### src/imu_sct_pkg.sv
// Shared constants, tables, saturation helpers and state types for the IMU scaler.
`timescale 1ns / 1ps
package imu_sct_pkg;

   localparam int MAX_CAL_SAMPLES_DEF = 256;
   localparam int CORDIC_STEPS_DEF    = 16;

   localparam int RAW_W   = 16;
   localparam int ACC_W   = 19;
   localparam int GYR_W   = 18;
   localparam int TEMP_W  = 17;
   localparam int ANG_W   = 14;
   localparam int LANE_W  = ACC_W + 1;
   localparam int CRD_W   = 36;
   localparam int PHASE_W = 25;
   localparam int STEP_W  = 5;
   localparam int SAT_W   = 48;
   localparam int RECIP_W = 24;
   localparam int GPROD_W = RAW_W + RECIP_W + 1;
   localparam int TNUM_W  = 32;
   localparam int TMAG_W  = 31;
   localparam int TRED_W  = 27;
   localparam int TRCP_W  = 28;
   localparam int TPROD_W = TRED_W + TRCP_W;

   // numerator and 34000 share a factor of 16; what is left is a divide by 2125
   localparam logic [TRED_W-1:0] TEMP_BIAS  = 27'd1062;
   localparam logic [TRCP_W-1:0] TEMP_RECIP = 28'd258708619;
   localparam int TEMP_SHIFT = 39;
   localparam logic signed [TNUM_W-1:0] TEMP_OFS = 32'sd317957120;
   localparam logic signed [TNUM_W-1:0] TEMP_MUL = 32'sd25600;
   localparam logic signed [16:0] CORDIC_GAIN  = 17'sd39797;
   localparam int ANG_LIMIT = 5760;
   localparam int ONE_G     = 16384;

   localparam logic [1:0] CSR_GYRO_RANGE  = 2'd0;
   localparam logic [1:0] CSR_ACCEL_RANGE = 2'd1;
   localparam logic [1:0] CSR_CAL_SAMPLES = 2'd2;

   typedef enum logic [2:0] {
      ST_IDLE, ST_SCALE, ST_CORR, ST_LAUNCH, ST_RUN, ST_OUT
   } ctl_state_type;

   typedef enum logic [1:0] {
      LS_IDLE, LS_PASS1, LS_GAIN, LS_PASS2
   } lane_state_type;

   // arctangent of 2^-i in degrees, Q16
   function automatic logic [22:0] atan_entry(input logic [STEP_W-1:0] idx);
      logic [22:0] v;
      case (idx)
         5'd0:  v = 23'd2949120;
         5'd1:  v = 23'd1740967;
         5'd2:  v = 23'd919879;
         5'd3:  v = 23'd466945;
         5'd4:  v = 23'd234379;
         5'd5:  v = 23'd117305;
         5'd6:  v = 23'd58666;
         5'd7:  v = 23'd29335;
         5'd8:  v = 23'd14668;
         5'd9:  v = 23'd7334;
         5'd10: v = 23'd3667;
         5'd11: v = 23'd1833;
         5'd12: v = 23'd917;
         5'd13: v = 23'd458;
         5'd14: v = 23'd229;
         5'd15: v = 23'd115;
         5'd16: v = 23'd57;
         5'd17: v = 23'd29;
         5'd18: v = 23'd14;
         5'd19: v = 23'd7;
         5'd20: v = 23'd4;
         5'd21: v = 23'd2;
         5'd22: v = 23'd1;
         default: v = 23'd0;
      endcase
      return v;
   endfunction

   // Q22 reciprocal of the gyro sensitivity, scaled to 1/64 deg/s
   function automatic logic [RECIP_W-1:0] gyro_recip(input logic [1:0] rng);
      logic [RECIP_W-1:0] v;
      case (rng)
         2'd0:    v = 24'd2049126;
         2'd1:    v = 24'd4098251;
         2'd2:    v = 24'd8184008;
         default: v = 24'd16368016;
      endcase
      return v;
   endfunction

   function automatic logic signed [ACC_W-1:0] sat_acc(input logic signed [SAT_W-1:0] v);
      logic signed [SAT_W-1:0] hi;
      logic signed [SAT_W-1:0] lo;
      hi = SAT_W'((64'sd1 <<< (ACC_W - 1)) - 64'sd1);
      lo = -hi - SAT_W'(1);
      if (v > hi) return ACC_W'(hi);
      else if (v < lo) return ACC_W'(lo);
      else return ACC_W'(v);
   endfunction

   function automatic logic signed [GYR_W-1:0] sat_gyr(input logic signed [SAT_W-1:0] v);
      logic signed [SAT_W-1:0] hi;
      logic signed [SAT_W-1:0] lo;
      hi = SAT_W'((64'sd1 <<< (GYR_W - 1)) - 64'sd1);
      lo = -hi - SAT_W'(1);
      if (v > hi) return GYR_W'(hi);
      else if (v < lo) return GYR_W'(lo);
      else return GYR_W'(v);
   endfunction

endpackage

### src/imu_sct_tilt_lane.sv
// CORDIC tilt lane: magnitude of two axes, then atan2 against the third.
`timescale 1ns / 1ps
module imu_sct_tilt_lane
   import imu_sct_pkg::*;
#(
   parameter int CORDIC_STEPS = CORDIC_STEPS_DEF
) (
   input  logic                     clock,
   input  logic                     reset,
   input  logic                     start,
   input  logic signed [LANE_W-1:0] num,
   input  logic signed [LANE_W-1:0] axis_a,
   input  logic signed [LANE_W-1:0] axis_b,
   output logic                     busy,
   output logic signed [ANG_W-1:0]  angle
);

   lane_state_type state_ff, state_in;

   logic signed [CRD_W-1:0]   x_ff, y_ff;
   logic signed [PHASE_W-1:0] ang_ff;
   logic [STEP_W-1:0]         step_ff;
   logic signed [LANE_W-1:0]  num_ff;
   logic                      zero_ff;
   logic                      iterate, last;

   logic signed [LANE_W-1:0]     abs_a, abs_b;
   logic signed [CRD_W-1:0]      xs, ys;
   logic signed [PHASE_W-1:0]    tab;
   logic signed [CRD_W+16:0]     gprod;
   logic signed [CRD_W-1:0]      mag;
   logic [PHASE_W-1:0]           amag;
   logic [PHASE_W-1:0]           rnd;
   logic [PHASE_W-1:0]           clip;

   // next state
   always_comb begin
      state_in = state_ff;
      unique case (state_ff)
         LS_IDLE:  if (start) state_in = LS_PASS1;
         LS_PASS1: if (last) state_in = LS_GAIN;
         LS_GAIN:  state_in = LS_PASS2;
         LS_PASS2: if (last) state_in = LS_IDLE;
         default:  state_in = LS_IDLE;
      endcase
   end

   // state decode
   always_comb begin
      busy    = 1'b0;
      iterate = 1'b0;
      unique case (state_ff)
         LS_IDLE:  busy = 1'b0;
         LS_PASS1: begin busy = 1'b1; iterate = 1'b1; end
         LS_GAIN:  busy = 1'b1;
         LS_PASS2: begin busy = 1'b1; iterate = 1'b1; end
         default:  busy = 1'b0;
      endcase
   end

   always_ff @(posedge clock) begin
      if (reset) state_ff <= LS_IDLE;
      else       state_ff <= state_in;
   end

   always_comb begin
      last  = step_ff == STEP_W'(CORDIC_STEPS - 1);
      abs_a = axis_a < 0 ? -axis_a : axis_a;
      abs_b = axis_b < 0 ? -axis_b : axis_b;
      xs    = x_ff >>> step_ff;
      ys    = y_ff >>> step_ff;
      tab   = $signed({2'b00, atan_entry(step_ff)});
      gprod = x_ff * CORDIC_GAIN;
      mag   = CRD_W'(gprod >>> 16);
   end

   always_ff @(posedge clock) begin
      if (state_ff == LS_IDLE && start) begin
         x_ff    <= CRD_W'(abs_a) <<< 12;
         y_ff    <= CRD_W'(abs_b) <<< 12;
         ang_ff  <= '0;
         step_ff <= '0;
         num_ff  <= num;
      end else if (iterate) begin
         if (y_ff >= 0) begin
            x_ff   <= x_ff + ys;
            y_ff   <= y_ff - xs;
            ang_ff <= ang_ff + tab;
         end else begin
            x_ff   <= x_ff - ys;
            y_ff   <= y_ff + xs;
            ang_ff <= ang_ff - tab;
         end
         step_ff <= last ? '0 : step_ff + STEP_W'(1);
      end else if (state_ff == LS_GAIN) begin
         x_ff    <= mag;
         y_ff    <= CRD_W'(num_ff) <<< 12;
         ang_ff  <= '0;
         zero_ff <= (mag == 0) && (num_ff == 0);
      end
   end

   // round to 1/64 degree and clamp
   always_comb begin
      amag = ang_ff < 0 ? PHASE_W'(-ang_ff) : PHASE_W'(ang_ff);
      rnd  = (amag + PHASE_W'(512)) >> 10;
      clip = rnd > PHASE_W'(ANG_LIMIT) ? PHASE_W'(ANG_LIMIT) : rnd;
      if (zero_ff)        angle = '0;
      else if (ang_ff < 0) angle = -ANG_W'(clip);
      else                angle = ANG_W'(clip);
   end

endmodule

### config.mk
export PLATFORM = sky130hd
export DESIGN_NAME = imu_sct_tilt_lane
export DESIGN_NICKNAME = d
export VERILOG_FILES = /design/src/imu_sct_pkg.sv /design/src/imu_sct_tilt_lane.sv
export SDC_FILE = /design/constraint.sdc
export NUM_CORES = 2
export LEC_CHECK = 0
export ABC_AREA = 1
export BUFFER_PORTS_ARGS = -buffer_cell sky130_fd_sc_hd__buf_4
export CORE_MARGIN = 2
export CORE_UTILIZATION = 50
export DETAILED_ROUTE_END_ITERATION = 8
export MAX_ROUTING_LAYER = met4
export PLACE_DENSITY = 0.65
export SLEW_MARGIN = 40
export SYNTH_ARGS = -nofsm -noshare
export SYNTH_HDL_FRONTEND = slang
export SYNTH_SLANG_ARGS = --single-unit
### constraint.sdc
create_clock -name clock -period 11.5 [get_ports clock]
set_input_delay 0 -clock clock [delete_from_list [all_inputs] [get_ports clock]]
set_output_delay 0 -clock clock [all_outputs]
set_load 0.05 [all_outputs]
==> tab_implementation.tex <==
\begin{tabular}{lr}
\hline
Metric & Value \\
\hline
\multicolumn{2}{l}{\textbf{Timing}} \\
Worst Clk Skew & 0.0222 ns \\
Final setup violation count & 0 \\
Transition at the pin with the smallest max-transition slack & 0.838 ns \\
Final number of hold-violating endpoints & 0 \\
Post-route setup TNS & 0 ns \\
Period Utilization, post-route & 63.7\% \\
Worst relative slew slack & 44.1\% \\
Timing-limited maximum frequency & 137 MHz \\
Final worst path period need & 7.32 ns \\
Setup repair after global routing missed its margin & no \\
Final Max Tran Viols & 0 \\
\multicolumn{2}{l}{\textbf{Critical path}} \\
WS Path Type & register to register \\
Crit path capture type & register \\
Arr. time, crit path & 7.60 ns \\
Worst R2R Setup Slack & 4.18 ns \\
Crit path required time & 11.77 ns \\
Crit Path Max Fanout & 11 \\
Standard cell with the maximum stage delay on the critical path & edfxtp\_1 \\
Type of element launching the critical path & register \\
Critical path's largest stage delay & 0.81 ns \\
\multicolumn{2}{l}{\textbf{Floorplanning}} \\
Effective utilization at floorplan & 50.7\% \\
Standard cell core area & 61800 µm² \\
Rows & 91 \\
Die footprint & 64800 µm² \\
Total I/O pin count & 78 \\
Horizontal die dimension & 254 µm \\
Vertical die dimension & 254 µm \\
\multicolumn{2}{l}{\textbf{Hold path}} \\
Hold/Removal Path Class & primary input to register \\
\multicolumn{2}{l}{\textbf{Place}} \\
Detailed placement HPWL & 76.5 mm \\
Routability-driven placement congestion ratio & 0.973 \\
Port Buffer Count & 77 \\
\multicolumn{2}{l}{\textbf{Outcome}} \\
Result of the run & finished clean \\
\multicolumn{2}{l}{\textbf{Route}} \\
Average wire length per cell after detail routing & 17.4 µm \\
Count of nets left with antenna violations after detail routing & 0 \\
Number of iterations in the first detailed-routing pass & 7 \\
Post-route DRC & 0 \\
Drt first-iter violations & 2627 \\
Number of vias per cell & 5.47 \\
Routed vias & 29800 \\
Detailed-route wire length & 94.9 mm \\
\multicolumn{2}{l}{\textbf{Synth}} \\
Post-synth cell types & 68 \\
Post-synth EDFFs & 69 \\
Ranking of synthesized cells by area & fa\_1 (16\%), ha\_1 (15\%), nand2\_1 (11\%) \\
Cell area after technology mapping & 31400 µm² \\
Post-synthesis instance total & 4547 \\
List of most frequent post-synthesis cells & nand2\_1 (911), inv\_1 (793), ha\_1 (379) \\
Largest area contributor in the netlist & fa\_1 \\
Syn\_area\_per\_cell & 6.90 µm² \\
Top cell type's share of synthesized area & 15.8\% \\
Most frequent cell after synthesis & nand2\_1 \\
Number of nets in the synthesized netlist & 5237 \\
Synth async-reset ratio & 0\% \\
Seq cells post-synth & 147 \\
Total number of yosys warnings & 0 \\
Fraction of the yosys area taken by sequential cells & 11.6\% \\
Top FF cell, synth & dfxtp\_1 \\
\multicolumn{2}{l}{\textbf{Clock network}} \\
Clock-pin slew on the worst setup and hold paths & 0.07 ns \\
Cell at the root of the clock tree & clkbuf\_16 \\
TritonCTS clock tree & yes \\
Cts repair resizes & 0 \\
Clock insertion delay at the later pin of the skew report & 0.47 ns \\
Number of buffers created by CTS & 17 \\
H-tree depth & 4 \\
Maximum root-to-sink buffer count & 2 \\
Number of clock sinks & 147 \\
\multicolumn{2}{l}{\textbf{Cells and area}} \\
P\&R area growth vs syn & 7.59\% \\
Ratio of cells with drive above 1 in the final layout & 4.94\% \\
Net total in the final layout & 5291 \\
\multicolumn{2}{l}{\textbf{Global routing}} \\
Wire length of the first global-routing pass & 154 mm \\
Total congestion overflow after global routing & 0 \\
Total global routing track utilization & 30.9\% \\
Antenna violations before repair & 1 \\
Largest net degree at the start of global routing & 97 \\
Number of global-route vias before repair & 28500 \\
\multicolumn{2}{l}{\textbf{Flow run}} \\
Number of maximum-capacitance constraint violations & 0 \\
\hline
\end{tabular}
metrics by stage:
| step | std cells | cell area, µm² | hold slack [ns] | worst slack [ns] | utilization, % |
|---|---|---|---|---|---|
| detailed placement | 5372 | 32700 | 0.179 | 4.35 | 52.9 |
| CTS | 5451 | 33700 | 0.00182 | 4.31 | 54.6 |
| global route | 5452 | 33800 | 0.0144 | 3.86 | 54.6 |
| finish | 5452 | 33800 | 0.00276 | 4.18 | 54.6 |
| global placement | 5372 | 32700 | 0.179 | 4.44 | 52.9 |
| floorplan | 4547 | 31400 | 0.0785 | 5.71 | - |
flip-flops by register name (all words and copies together) (netlist names):
name,cells
tab,22
x_ff,36
ang_ff,25
y_ff,36
step_ff,5
zero_ff,1
state_ff,2
num_ff,20
routing by layer:
metal / global-route usage, % / up-vias / routed length (µm)
met1: 43.5 / 13800 / 45100
met2: 48.0 / 976 / 42000
met3: 3.01 / 123 / 5900
met5: - / - / 0
li1: - / 14900 / -
met4: 6.64 / 0 / 1970
cells by family (layout without fill, tap and decap cells):
kind of cell	count (synthesis)	in the layout	share of synthesized area, %
AOI/OAI and AO/OA	960	960	17.1
xor gates and xnor gates	207	207	5.78
adders and majority gates	627	627	30.9
buffers and inverters	933	1000	11.5
DFF	147	147	11.6
muxes	56	56	1.79
other	0	1	0
and+or+nand+nor	1617	1617	21.3
final cells by class:
class / instances / area [µm²]
diodes: 1 / 2.50
clock buffers: 18 / 450
clock inverters: 14 / 133
fillers: 6143 / 28100
inverters: 812 / 3050
multi-input cells: 3467 / 24100
flip-flops and latches: 147 / 3640
well taps: 837 / 1050
repair buffers: 156 / 1290
worst paths after layout:
check / end / startpoint / cells after the start
max: zero_ff / x_ff[13] / 27
min: y_ff[17] / axis_b[5] / 3
max reg2reg: zero_ff / x_ff[13] / 27
min reg2reg: ang_ff[8] / ang_ff[8] / 2
cell usage in the layout (no fill, tap or decap), types with 52 or more instances in the layout:
| cell | n |
|---|---|
| nand2_1 | 909 |
| inv_1 | 791 |
| ha_1 | 379 |
| nor2_1 | 364 |
| o21ai_0 | 341 |
| a21oi_1 | 287 |
| fa_1 | 248 |
| nand3_1 | 159 |
| xor2_1 | 119 |
| o21ai_1 | 112 |
| buf_4 | 108 |
| xnor2_1 | 88 |
| dfxtp_1 | 75 |
| edfxtp_1 | 69 |
| mux2i_1 | 55 |
| nor3_1 | 52 |
what timing repair did:
action / in CTS / in global routing
hold buffers: 47 / 0
setup buffers: 0 / 0
hold endpoints to repair: 53 / 0
endpoints found under the setup margin: 0 / 0
worst max-delay path: cells and delay by family, from the launching register on:
family	cells	cell delay, ns
xor gates and xnor gates	2	0.44
and+or+nand+nor	7	0.89
buffers and inverters	4	0.20
DFF	1	0.81
adders and majority gates	7	3.15
AOI/OAI and AO/OA	7	1.65
Power is not shown: default switching activity piles up to over one toggle a cycle in this logic, so the estimate is an artifact.
