===== src/imu_sct_pkg.sv =====
// Shared constants, tables, saturation helpers and state types for the IMU scaler.
`timescale 1ns / 1ps
package imu_sct_pkg;

   localparam int MAX_CAL_SAMPLES_DEF = 256;
   localparam int CORDIC_STEPS_DEF    = 16;

   localparam int RAW_W   = 16;
   localparam int ACC_W   = 19;
   localparam int GYR_W   = 18;
   localparam int TEMP_W  = 17;
   localparam int ANG_W   = 14;
   localparam int LANE_W  = ACC_W + 1;
   localparam int CRD_W   = 36;
   localparam int PHASE_W = 25;
   localparam int STEP_W  = 5;
   localparam int SAT_W   = 48;
   localparam int RECIP_W = 24;
   localparam int GPROD_W = RAW_W + RECIP_W + 1;
   localparam int TNUM_W  = 32;
   localparam int TMAG_W  = 31;
   localparam int TRED_W  = 27;
   localparam int TRCP_W  = 28;
   localparam int TPROD_W = TRED_W + TRCP_W;

   // numerator and 34000 share a factor of 16; what is left is a divide by 2125
   localparam logic [TRED_W-1:0] TEMP_BIAS  = 27'd1062;
   localparam logic [TRCP_W-1:0] TEMP_RECIP = 28'd258708619;
   localparam int TEMP_SHIFT = 39;
   localparam logic signed [TNUM_W-1:0] TEMP_OFS = 32'sd317957120;
   localparam logic signed [TNUM_W-1:0] TEMP_MUL = 32'sd25600;
   localparam logic signed [16:0] CORDIC_GAIN  = 17'sd39797;
   localparam int ANG_LIMIT = 5760;
   localparam int ONE_G     = 16384;

   localparam logic [1:0] CSR_GYRO_RANGE  = 2'd0;
   localparam logic [1:0] CSR_ACCEL_RANGE = 2'd1;
   localparam logic [1:0] CSR_CAL_SAMPLES = 2'd2;

   typedef enum logic [2:0] {
      ST_IDLE, ST_SCALE, ST_CORR, ST_LAUNCH, ST_RUN, ST_OUT
   } ctl_state_type;

   typedef enum logic [1:0] {
      LS_IDLE, LS_PASS1, LS_GAIN, LS_PASS2
   } lane_state_type;

   // arctangent of 2^-i in degrees, Q16
   function automatic logic [22:0] atan_entry(input logic [STEP_W-1:0] idx);
      logic [22:0] v;
      case (idx)
         5'd0:  v = 23'd2949120;
         5'd1:  v = 23'd1740967;
         5'd2:  v = 23'd919879;
         5'd3:  v = 23'd466945;
         5'd4:  v = 23'd234379;
         5'd5:  v = 23'd117305;
         5'd6:  v = 23'd58666;
         5'd7:  v = 23'd29335;
         5'd8:  v = 23'd14668;
         5'd9:  v = 23'd7334;
         5'd10: v = 23'd3667;
         5'd11: v = 23'd1833;
         5'd12: v = 23'd917;
         5'd13: v = 23'd458;
         5'd14: v = 23'd229;
         5'd15: v = 23'd115;
         5'd16: v = 23'd57;
         5'd17: v = 23'd29;
         5'd18: v = 23'd14;
         5'd19: v = 23'd7;
         5'd20: v = 23'd4;
         5'd21: v = 23'd2;
         5'd22: v = 23'd1;
         default: v = 23'd0;
      endcase
      return v;
   endfunction

   // Q22 reciprocal of the gyro sensitivity, scaled to 1/64 deg/s
   function automatic logic [RECIP_W-1:0] gyro_recip(input logic [1:0] rng);
      logic [RECIP_W-1:0] v;
      case (rng)
         2'd0:    v = 24'd2049126;
         2'd1:    v = 24'd4098251;
         2'd2:    v = 24'd8184008;
         default: v = 24'd16368016;
      endcase
      return v;
   endfunction

   function automatic logic signed [ACC_W-1:0] sat_acc(input logic signed [SAT_W-1:0] v);
      logic signed [SAT_W-1:0] hi;
      logic signed [SAT_W-1:0] lo;
      hi = SAT_W'((64'sd1 <<< (ACC_W - 1)) - 64'sd1);
      lo = -hi - SAT_W'(1);
      if (v > hi) return ACC_W'(hi);
      else if (v < lo) return ACC_W'(lo);
      else return ACC_W'(v);
   endfunction

   function automatic logic signed [GYR_W-1:0] sat_gyr(input logic signed [SAT_W-1:0] v);
      logic signed [SAT_W-1:0] hi;
      logic signed [SAT_W-1:0] lo;
      hi = SAT_W'((64'sd1 <<< (GYR_W - 1)) - 64'sd1);
      lo = -hi - SAT_W'(1);
      if (v > hi) return GYR_W'(hi);
      else if (v < lo) return GYR_W'(lo);
      else return GYR_W'(v);
   endfunction

endpackage


===== src/imu_sct_div.sv =====
// Restoring serial divider, one quotient bit per cycle.
`timescale 1ns / 1ps
module imu_sct_div
   import imu_sct_pkg::*;
#(
   parameter int NUM_W = 32,
   parameter int DEN_W = 16
) (
   input  logic             clock,
   input  logic             reset,
   input  logic             start,
   input  logic [NUM_W-1:0] num,
   input  logic [DEN_W-1:0] den,
   output logic             busy,
   output logic [NUM_W-1:0] quot
);

   localparam int CNT_W = $clog2(NUM_W + 1);

   logic [NUM_W-1:0] quo_ff, quo_in;
   logic [DEN_W-1:0] rem_ff, rem_in;
   logic [DEN_W-1:0] den_ff;
   logic [CNT_W-1:0] cnt_ff, cnt_in;
   logic             busy_ff, busy_in;
   logic [DEN_W:0]   trial;
   logic             fits;

   always_comb begin
      trial  = {rem_ff, quo_ff[NUM_W-1]};
      fits   = trial >= {1'b0, den_ff};
      rem_in = fits ? DEN_W'(trial - {1'b0, den_ff}) : DEN_W'(trial);
      quo_in = {quo_ff[NUM_W-2:0], fits};
      cnt_in = cnt_ff - CNT_W'(1);
      busy_in = cnt_ff != CNT_W'(1);
   end

   always_ff @(posedge clock) begin
      if (reset) begin
         busy_ff <= 1'b0;
      end else if (start) begin
         busy_ff <= 1'b1;
      end else if (busy_ff) begin
         busy_ff <= busy_in;
      end
   end

   always_ff @(posedge clock) begin
      if (start) begin
         quo_ff <= num;
         rem_ff <= '0;
         den_ff <= den;
         cnt_ff <= CNT_W'(NUM_W);
      end else if (busy_ff) begin
         quo_ff <= quo_in;
         rem_ff <= rem_in;
         cnt_ff <= cnt_in;
      end
   end

   assign busy = busy_ff;
   assign quot = quo_ff;

endmodule


===== config.mk =====
export PLATFORM = sky130hd
export DESIGN_NAME = imu_sct_div
export DESIGN_NICKNAME = d
export VERILOG_FILES = /design/src/imu_sct_pkg.sv /design/src/imu_sct_div.sv
export SDC_FILE = /design/constraint.sdc
export NUM_CORES = 1
export LEC_CHECK = 0
export BUFFER_PORTS_ARGS = -buffer_cell sky130_fd_sc_hd__buf_2
export CORE_UTILIZATION = 47
export DETAILED_ROUTE_END_ITERATION = 7
export GPL_ROUTABILITY_DRIVEN = 0
export PLACE_DENSITY = 0.71
export SLEW_MARGIN = 40
export SYNTH_ARGS = -nofsm -noshare
export SYNTH_HDL_FRONTEND = slang
export SYNTH_SLANG_ARGS = --single-unit

===== constraint.sdc =====
create_clock -name clock -period 3.2 [get_ports clock]
set_input_delay 0.96 -clock clock [delete_from_list [all_inputs] [get_ports clock]]
set_output_delay 0.96 -clock clock [all_outputs]
set_load 0.05 [all_outputs]

==> parameters.txt, run 1 <==
Parameter                              Value

Drt
  Drt total wl    roughly 7300 um
  Mean routed wirelength per cell    about 14 um
  Number of detailed-routing iterations run before antenna repair    5
  Number of DRC violations after detailed routing    0
  Via count of the routed design    about 2800
  Number of nets still failing antenna checks after routing    0
  First DRT Iteration DRCs    roughly 110
  Average via count per standard cell    roughly 5.3

Critical path
  Register-to-Register Path Depth    9
  Capture point of the worst path    rem_ff[7]$_SDFFE_PP0P_
  Maximum fanout count along the critical path    17
  Critical Path AT    ~3000 ps
  Worst flop-to-flop path endpoint    rem_ff[7]$_SDFFE_PP0P_
  CP startpoint kind    flop
  Delay-heaviest family, CP    compound AO/OA/AOI/OAI gates
  Worst reg2reg path startpoint    den_ff[1]$_DFFE_PP_
  Critical path's slowest cell    sky130_fd_sc_hd__o21ai_2
  Internal reg-to-reg setup slack    500 ps
  Worst Path Required    3450 ps
  Category of the worst setup path capture point    flop
  Crit-path max cell delay    roughly 580 ps
  Critical Path, Cell by Cell    inv_1 > ha_1 > nor2b_1 > o2111ai_1 > a211oi_2 > a211oi_4 > o21ai_2 > nor2_1 > a2111oi_2
  Logic depth of the worst setup path including buffers    9
  Worst Path Class, Setup    reg -> reg
  Critical path buffer and inverter count    1
  Worst setup path startpoint    den_ff[1]$_DFFE_PP_

CTS
  Number of gates resized after cts    0
  Number of buffers between clock root and the deepest sink    2
  Setup repair bufs after CTS    0
  Hold buffers post-CTS    0
  Maximum level of the CTS H-tree    3
  CTS Root Buffer Type    sky130_fd_sc_hd__clkbuf_8
  Number of CTS-inserted buffers    9
  Clock tree from TritonCTS    done
  Clock-pin slew reported for the worst setup and hold paths after clock tree synthesis    approximately 90 ps
  Number of sinks handled by clock tree synthesis    71
  Clock insertion delay at the later pin of the skew report    about 360 ps

Yosys
  Prevailing post-synth register cell    sky130_fd_sc_hd__edfxtp_1
  Number of warnings issued by yosys    0
  Dominant cell by count in the synthesized netlist    sky130_fd_sc_hd__edfxtp_1
  Seq/Total Area, Yosys    0.5085
  Count of state elements after synthesis    a little over 70
  Post-synth cell types    a little under 50
  Leading cell types by total area after synthesis    sky130_fd_sc_hd__edfxtp_1 39%, sky130_fd_sc_hd__dfxtp_1 12%, sky130_fd_sc_hd__mux2_2 9.6%
  Post-Syn Area per Cell    around 11 um2
  Dominant cell type by area after synthesis    sky130_fd_sc_hd__edfxtp_1
  Async set-reset flop share out of synthesis    0
  Count of flip-flops with a built-in enable after synthesis    48
  Summed instance area of the synthesized netlist    3740 um2
  Cell types with the highest counts after synthesis    48 x sky130_fd_sc_hd__edfxtp_1, 35 x sky130_fd_sc_hd__nand2_1, 32 x sky130_fd_sc_hd__mux2_2, 32 x sky130_fd_sc_hd__nor2_1, 23 x sky130_fd_sc_hd__dfxtp_1
  Gate count of the mapped netlist    roughly 340
  Share of the synthesized area in the top cell type    0.3854
  Synthesized net count    409

STA
  Setup-violating endpoint count in the final report    0
  Worst hold margin    just under 500 ps
  Final count of pins violating max slew    0
  Tcrit/Tclk final    0.8430
  Total Neg Setup Slack    0 ps
  Worst relative slew slack    0.5032
  Final count of hold timing violations    0
  Highest Clock Rate    between 300 and 400 MHz
  Worst Clk Skew    ~13 ps
  Slew at the pin closest to its max-slew limit    745.2 ps
  Clock period minus final worst setup slack    2697 ps
  Unrepaired setup endpoints after global routing    no

Power and ir drop
  IR Drop Worst-Case VDD    about 0.26 mV
  Total power divided by cell area    about 570 nW/um2
  Total leakage power    0.001844 uW

Die
  Top-Level Pins    84
  Starting utilization of the core area    0.4840
  Die outline area    ~8300 um2
  Die height    91.20 um
  Area of the core region    just under 8000 um2
  Number of rows in the core area    32
  Horizontal extent of the die    91.20 um

Global route
  Initial antenna violation count    0
  GRT Total Usage    0.1812
  GRT Residual Overflow    0
  First-pass GRT wire length    between 10000 and 15000 um
  Number of global-route vias before repair    2598
  Largest net degree at the start of global routing    58

Place
  Half-perimeter wire length after detailed placement    5173 um
  Count of port buffers added during placement    83

Hold path
  Path type of the worst min-delay path    reg -> reg

Final layout
  NumNets Final    a little under 500
  Relative area change from synthesis to final layout    17.83%
  Antenna diode count    0
  Layout cells sized above 1    0.3381
  Filler cell count    between 600 and 700

Job
  Reported max-cap violation count    0

Status
  Status    complete, no violations
layout by cell type (no fill, tap or decap), types with 6 or more instances in the layout:
cell type and n:
sky130_fd_sc_hd__dfxtp_1 23, sky130_fd_sc_hd__xnor2_1 7, sky130_fd_sc_hd__o21ai_0 6, sky130_fd_sc_hd__inv_1 21
sky130_fd_sc_hd__ha_1 18, sky130_fd_sc_hd__a21oi_1 12, sky130_fd_sc_hd__clkbuf_8 9, sky130_fd_sc_hd__edfxtp_1 48
sky130_fd_sc_hd__mux2_2 32, sky130_fd_sc_hd__nor2_1 32, sky130_fd_sc_hd__buf_2 83, sky130_fd_sc_hd__nor3_1 6
sky130_fd_sc_hd__nand2_1 35, sky130_fd_sc_hd__a311oi_1 13
worst min-delay path by stage:
| stage | from | end | slack [ps] | depth (start not counted) |
|---|---|---|---|---|
| final | cnt_ff[0]$_SDFFE_PP0P_ | cnt_ff[0]$_SDFFE_PP0P_ | 490 | 2 |
| after global routing | cnt_ff[0]$_SDFFE_PP0P_ | cnt_ff[0]$_SDFFE_PP0P_ | 510 | 2 |
| after CTS | cnt_ff[0]$_SDFFE_PP0P_ | cnt_ff[0]$_SDFFE_PP0P_ | 490 | 2 |
| after detailed placement | cnt_ff[0]$_SDFFE_PP0P_ | cnt_ff[0]$_SDFFE_PP0P_ | 480 | 2 |
| after global placement | cnt_ff[0]$_SDFFE_PP0P_ | cnt_ff[0]$_SDFFE_PP0P_ | 480 | 2 |
| after floorplan | cnt_ff[0]$_SDFFE_PP0P_ | cnt_ff[0]$_SDFFE_PP0P_ | 460 | 2 |
stage by stage:
stage	power, uW	setup slack [ps]	cell area [um2]	utilization	instances
finish	2512	502.5	4407	0.5703	525
global route	2635	278.2	4407	0.5703	525
CTS	2530	477.3	4407	0.5703	525
detailed placement	1837	485.7	4222	0.5463	509
global placement	1823	563.2	4222	0.5463	509
floorplan	1685	586.6	3740	-	339
worst min-delay path: cells and delay by family, from the launching register on:
family | cells | cell delay (ps)
compound gates | 1 | 50
flops | 1 | 330
simple gates | 1 | 70
routing by layer:
| layer | track usage | part of all wire |
|---|---|---|
| met1 | 0.2341 | 0.46 |
| met2 | 0.2961 | 0.49 |
| met3 | 0.04606 | 0.037 |
| met4 | 0.06217 | 0.014 |
| met5 | 0 | 0 |
registers in the layout, indices dropped and copies added, names as in the netlist:
register	count
den_ff	16
rem_ff	16
cnt_ff	6
busy	1
quot	32
layout make-up:
class / count / area, um2 / area share
Multi-Input combinational cell: 229 / 1675 / 0.3802
Timing Repair Buffer: 86 / 437.9 / 0.09938
Inverter: 21 / 78.83 / 0.01789
Clock inverter: 7 / 61.31 / 0.01391
Tap cell: 102 / 127.6 / 0.02896
Clock buffer: 9 / 123.9 / 0.02811
Sequential cell: 71 / 1902 / 0.4316
cell families after synthesis:
kind of cell	Yosys count	synth area share
compound gates	65	0.1345
xor+xnor	12	0.02810
fa+ha+maj	19	0.06558
buf+inv	39	0.04350
flops	71	0.5085
mux	33	0.09903
simple gates	100	0.1208
report_power, final:
group / internal [uW] / total, uW / switching, uW
registers: 1080 / 1130 / 50.8
logic: 242 / 681 / 439
clock network: 298 / 696 / 398
total: 1620 / 2510 / 888
(Power assumes the default switching activity.)
==> run 2: changes to the inputs <==
--- a/config.mk
+++ b/config.mk
@@ -9,7 +9,7 @@
 export CORE_UTILIZATION = 47
 export DETAILED_ROUTE_END_ITERATION = 7
 export GPL_ROUTABILITY_DRIVEN = 0
-export PLACE_DENSITY = 0.71
+export PLACE_DENSITY = 0.74
 export SLEW_MARGIN = 40
 export SYNTH_ARGS = -nofsm -noshare
 export SYNTH_HDL_FRONTEND = slang
==> constraint.sdc (replaced) <==
create_clock -name clock -period 2.31 [get_ports clock]
set_input_delay 0.693 -clock clock [delete_from_list [all_inputs] [get_ports clock]]
set_output_delay 0.693 -clock clock [all_outputs]
set_load 0.05 [all_outputs]
==> run 2 against run 1 <==
The flow now finishes with violations (setup timing). Fmax increased by 8.8%. Sequential share of layout area is 6.3 points lower. Via count grew 13%. Clock power rose by 55%. Total power rose by 60%. First-iteration DRC count up 20%. Hold slack is essentially flat. Flip-flop and latch count unchanged. Global-route usage grew 3.7 points. Combinational power increased by 100%. Critical endpoint is now rem_ff[5]$_SDFFE_PP0P_.
==> parameters.txt, run 2 (synthesis gave the netlist of run 1 again) <==
Parameter                              Value

Power and ir drop
  Switching Share    0.3311
  Sequential cell fraction of total power    0.393
  IR Drop Worst-Case VDD    around 0.4 mV
  Part of the power in combinational logic    0.338
  Total leakage power    about 0.0022 uW
  Internal power    2683 uW
  Clock share of power    0.269
  Total power divided by cell area    around 800 nW/um2
  Net switching power    about 1300 uW

Place
  Place WS    -231.8 ps
  Half-perimeter wire length after detailed placement    just under 6000 um
  Count of port buffers added during placement    83

Hold path
  Path type of the worst min-delay path    reg -> reg

Drt
  Via count of the routed design    about 3200
  Average via count per standard cell    between 5 and 6
  Mean routed wirelength per cell    around 16 um
  Number of DRC violations after detailed routing    0
  Drt total wl    between 9000 and 10000 um
  Number of detailed-routing iterations run before antenna repair    4
  First DRT Iteration DRCs    130
  Number of nets still failing antenna checks after routing    0

STA
  Final count of hold timing violations    0
  Clock period minus final worst setup slack    between 2000 and 2500 ps
  Final count of pins violating max slew    0
  Highest Clock Rate    slightly above 400 MHz
  Worst relative slew slack    0.7060
  Slew at the pin closest to its max-slew limit    about 440 ps
  Worst Clk Skew    between 10 and 15 ps
  Smallest setup slack after layout    -169.8 ps
  Tcrit/Tclk final    1.074
  Unrepaired setup endpoints after global routing    yes
  Setup-violating endpoint count in the final report    17

Final layout
  Footprint of the flip-flops and latches    approximately 1900 um2
  Final core utilization    0.6674
  Filler cell count    around 540
  Area of the multi-input gates    roughly 2000 um2
  Number of flip-flops under the largest register name    32
  NumNets Final    approximately 540
  Layout cells sized above 1    0.4947
  Relative area change from synthesis to final layout    37.91%
  Most frequent cells in the layout    83 x sky130_fd_sc_hd__buf_2, 49 x sky130_fd_sc_hd__buf_4, 48 x sky130_fd_sc_hd__edfxtp_1
  Antenna diode count    0
  Most common cell after layout, fill and taps aside    sky130_fd_sc_hd__buf_2

Die
  Number of rows in the core area    32
  Horizontal extent of the die    about 91 um
  Die height    approximately 90 um
  Top-Level Pins    between 80 and 90
  Die outline area    between 8000 and 9000 um2
  Area of the core region    ~7700 um2
  Starting utilization of the core area    0.4840

Global route
  Initial antenna violation count    0
  GRT Total Usage    0.2178
  Largest net degree at the start of global routing    a little over 40
  First-pass GRT wire length    roughly 14000 um
  GRT Residual Overflow    0
  Number of global-route vias before repair    3089

Job
  Reported max-cap violation count    0

CTS
  CTS Root Buffer Type    sky130_fd_sc_hd__clkbuf_8
  Clock tree from TritonCTS    done
  Clock-pin slew reported for the worst setup and hold paths after clock tree synthesis    ~70 ps
  Clock insertion delay at the later pin of the skew report    360 ps
  Maximum level of the CTS H-tree    3
  Number of CTS-inserted buffers    9
  Number of buffers between clock root and the deepest sink    2
  Number of sinks handled by clock tree synthesis    71

Status
  Violated checks    setup timing
  Status    finished, violations left

Critical path
  Worst Path Required    between 2000 and 3000 ps
  CP startpoint kind    flop
  Maximum fanout count along the critical path    5
  Critical Path AT    2740 ps
  Category of the worst setup path capture point    flop
  Worst Path Class, Setup    reg -> reg
## run 2: cell types whose count changed in the layout (fill, tap and decap cells not counted), moves of 6 or more
cell | before | now
sky130_fd_sc_hd__ha_1 | 18 | 10
sky130_fd_sc_hd__ha_4 | 0 | 7
sky130_fd_sc_hd__nand2_1 | 35 | 29
sky130_fd_sc_hd__buf_4 | 3 | 49
## run 2: worst max-delay path, stage by stage, from the launching register on
cell and delay (ps):
sky130_fd_sc_hd__edfxtp_1 390, sky130_fd_sc_hd__inv_2 80, sky130_fd_sc_hd__ha_4 210, sky130_fd_sc_hd__a21oi_2 150, sky130_fd_sc_hd__o22ai_2 100, sky130_fd_sc_hd__a211o_1 330, sky130_fd_sc_hd__a211oi_4 390, sky130_fd_sc_hd__buf_4 190
sky130_fd_sc_hd__o21a_4 140, sky130_fd_sc_hd__buf_6 110, sky130_fd_sc_hd__nand2_2 50, sky130_fd_sc_hd__a311oi_1 250
## run 2: area by class of cell
| type | instances | share of cell area |
|---|---|---|
| inverter | 21 | 0.01528 |
| timing repair buffer | 138 | 0.1667 |
| tap | 102 | 0.02475 |
| clock buffer | 9 | 0.02402 |
| sequential | 71 | 0.3688 |
| clock inverter | 6 | 0.01650 |
| multi-input combinational | 230 | 0.3840 |
## run 2: what timing repair did
item                                    in CTS  in global routing
resized for setup                           26                 30
buffers inserted                             7                  6
endpoints found under the setup margin      17                 17
pin swaps                                   20                 30
hold endpoints to repair                     0                  0
hold buffers                                 0                  0
cloned                                       1                  0
## run 2: worst paths after layout
| check | start | end | slack (ps) | cells after the start |
|---|---|---|---|---|
| setup / recovery | den_ff[6]$_DFFE_PP_ | rem_ff[5]$_SDFFE_PP0P_ | -170 | 11 |
| hold / removal | cnt_ff[0]$_SDFFE_PP0P_ | cnt_ff[0]$_SDFFE_PP0P_ | 490 | 2 |
| setup reg to reg | den_ff[6]$_DFFE_PP_ | rem_ff[5]$_SDFFE_PP0P_ | -170 | 11 |
| hold reg to reg | cnt_ff[0]$_SDFFE_PP0P_ | cnt_ff[0]$_SDFFE_PP0P_ | 490 | 2 |
## run 2: per-stage QoR
stage	hold slack [ps]	total power, uW	cell area [um2]	TNS (ps)	cells
3_3_place_gp	473.0	2676	4561	-1194	549
5_1_grt	498.1	4181	5157	-3019	577
6_report	492.7	4012	5157	-1642	577
2_1_floorplan	462.7	2355	3772	-594.1	339
3_5_place_dp	483.1	2699	4561	-2354	549
4_1_cts	493.4	3893	4974	-130.1	572
## run 2: power by group through the flow
stage,sequential [uW],combinational (uW),clock [uW]
3_5_place_dp,1600,1100,0
2_1_floorplan,1810,547,0
6_report,1580,1360,1080
4_1_cts,1580,1230,1090
5_1_grt,1590,1440,1150
3_3_place_gp,1590,1090,0
## run 2: metal layers
metal  share of wire  wire length (um)  up-vias  GRT usage
li1                -                 -     1505          -
met1            0.40              3753     1517     0.2512
met2            0.53              4942      102     0.3807
met3           0.042               390       31    0.04774
met4           0.032               297        0     0.1085
met5               0                 0        -          0
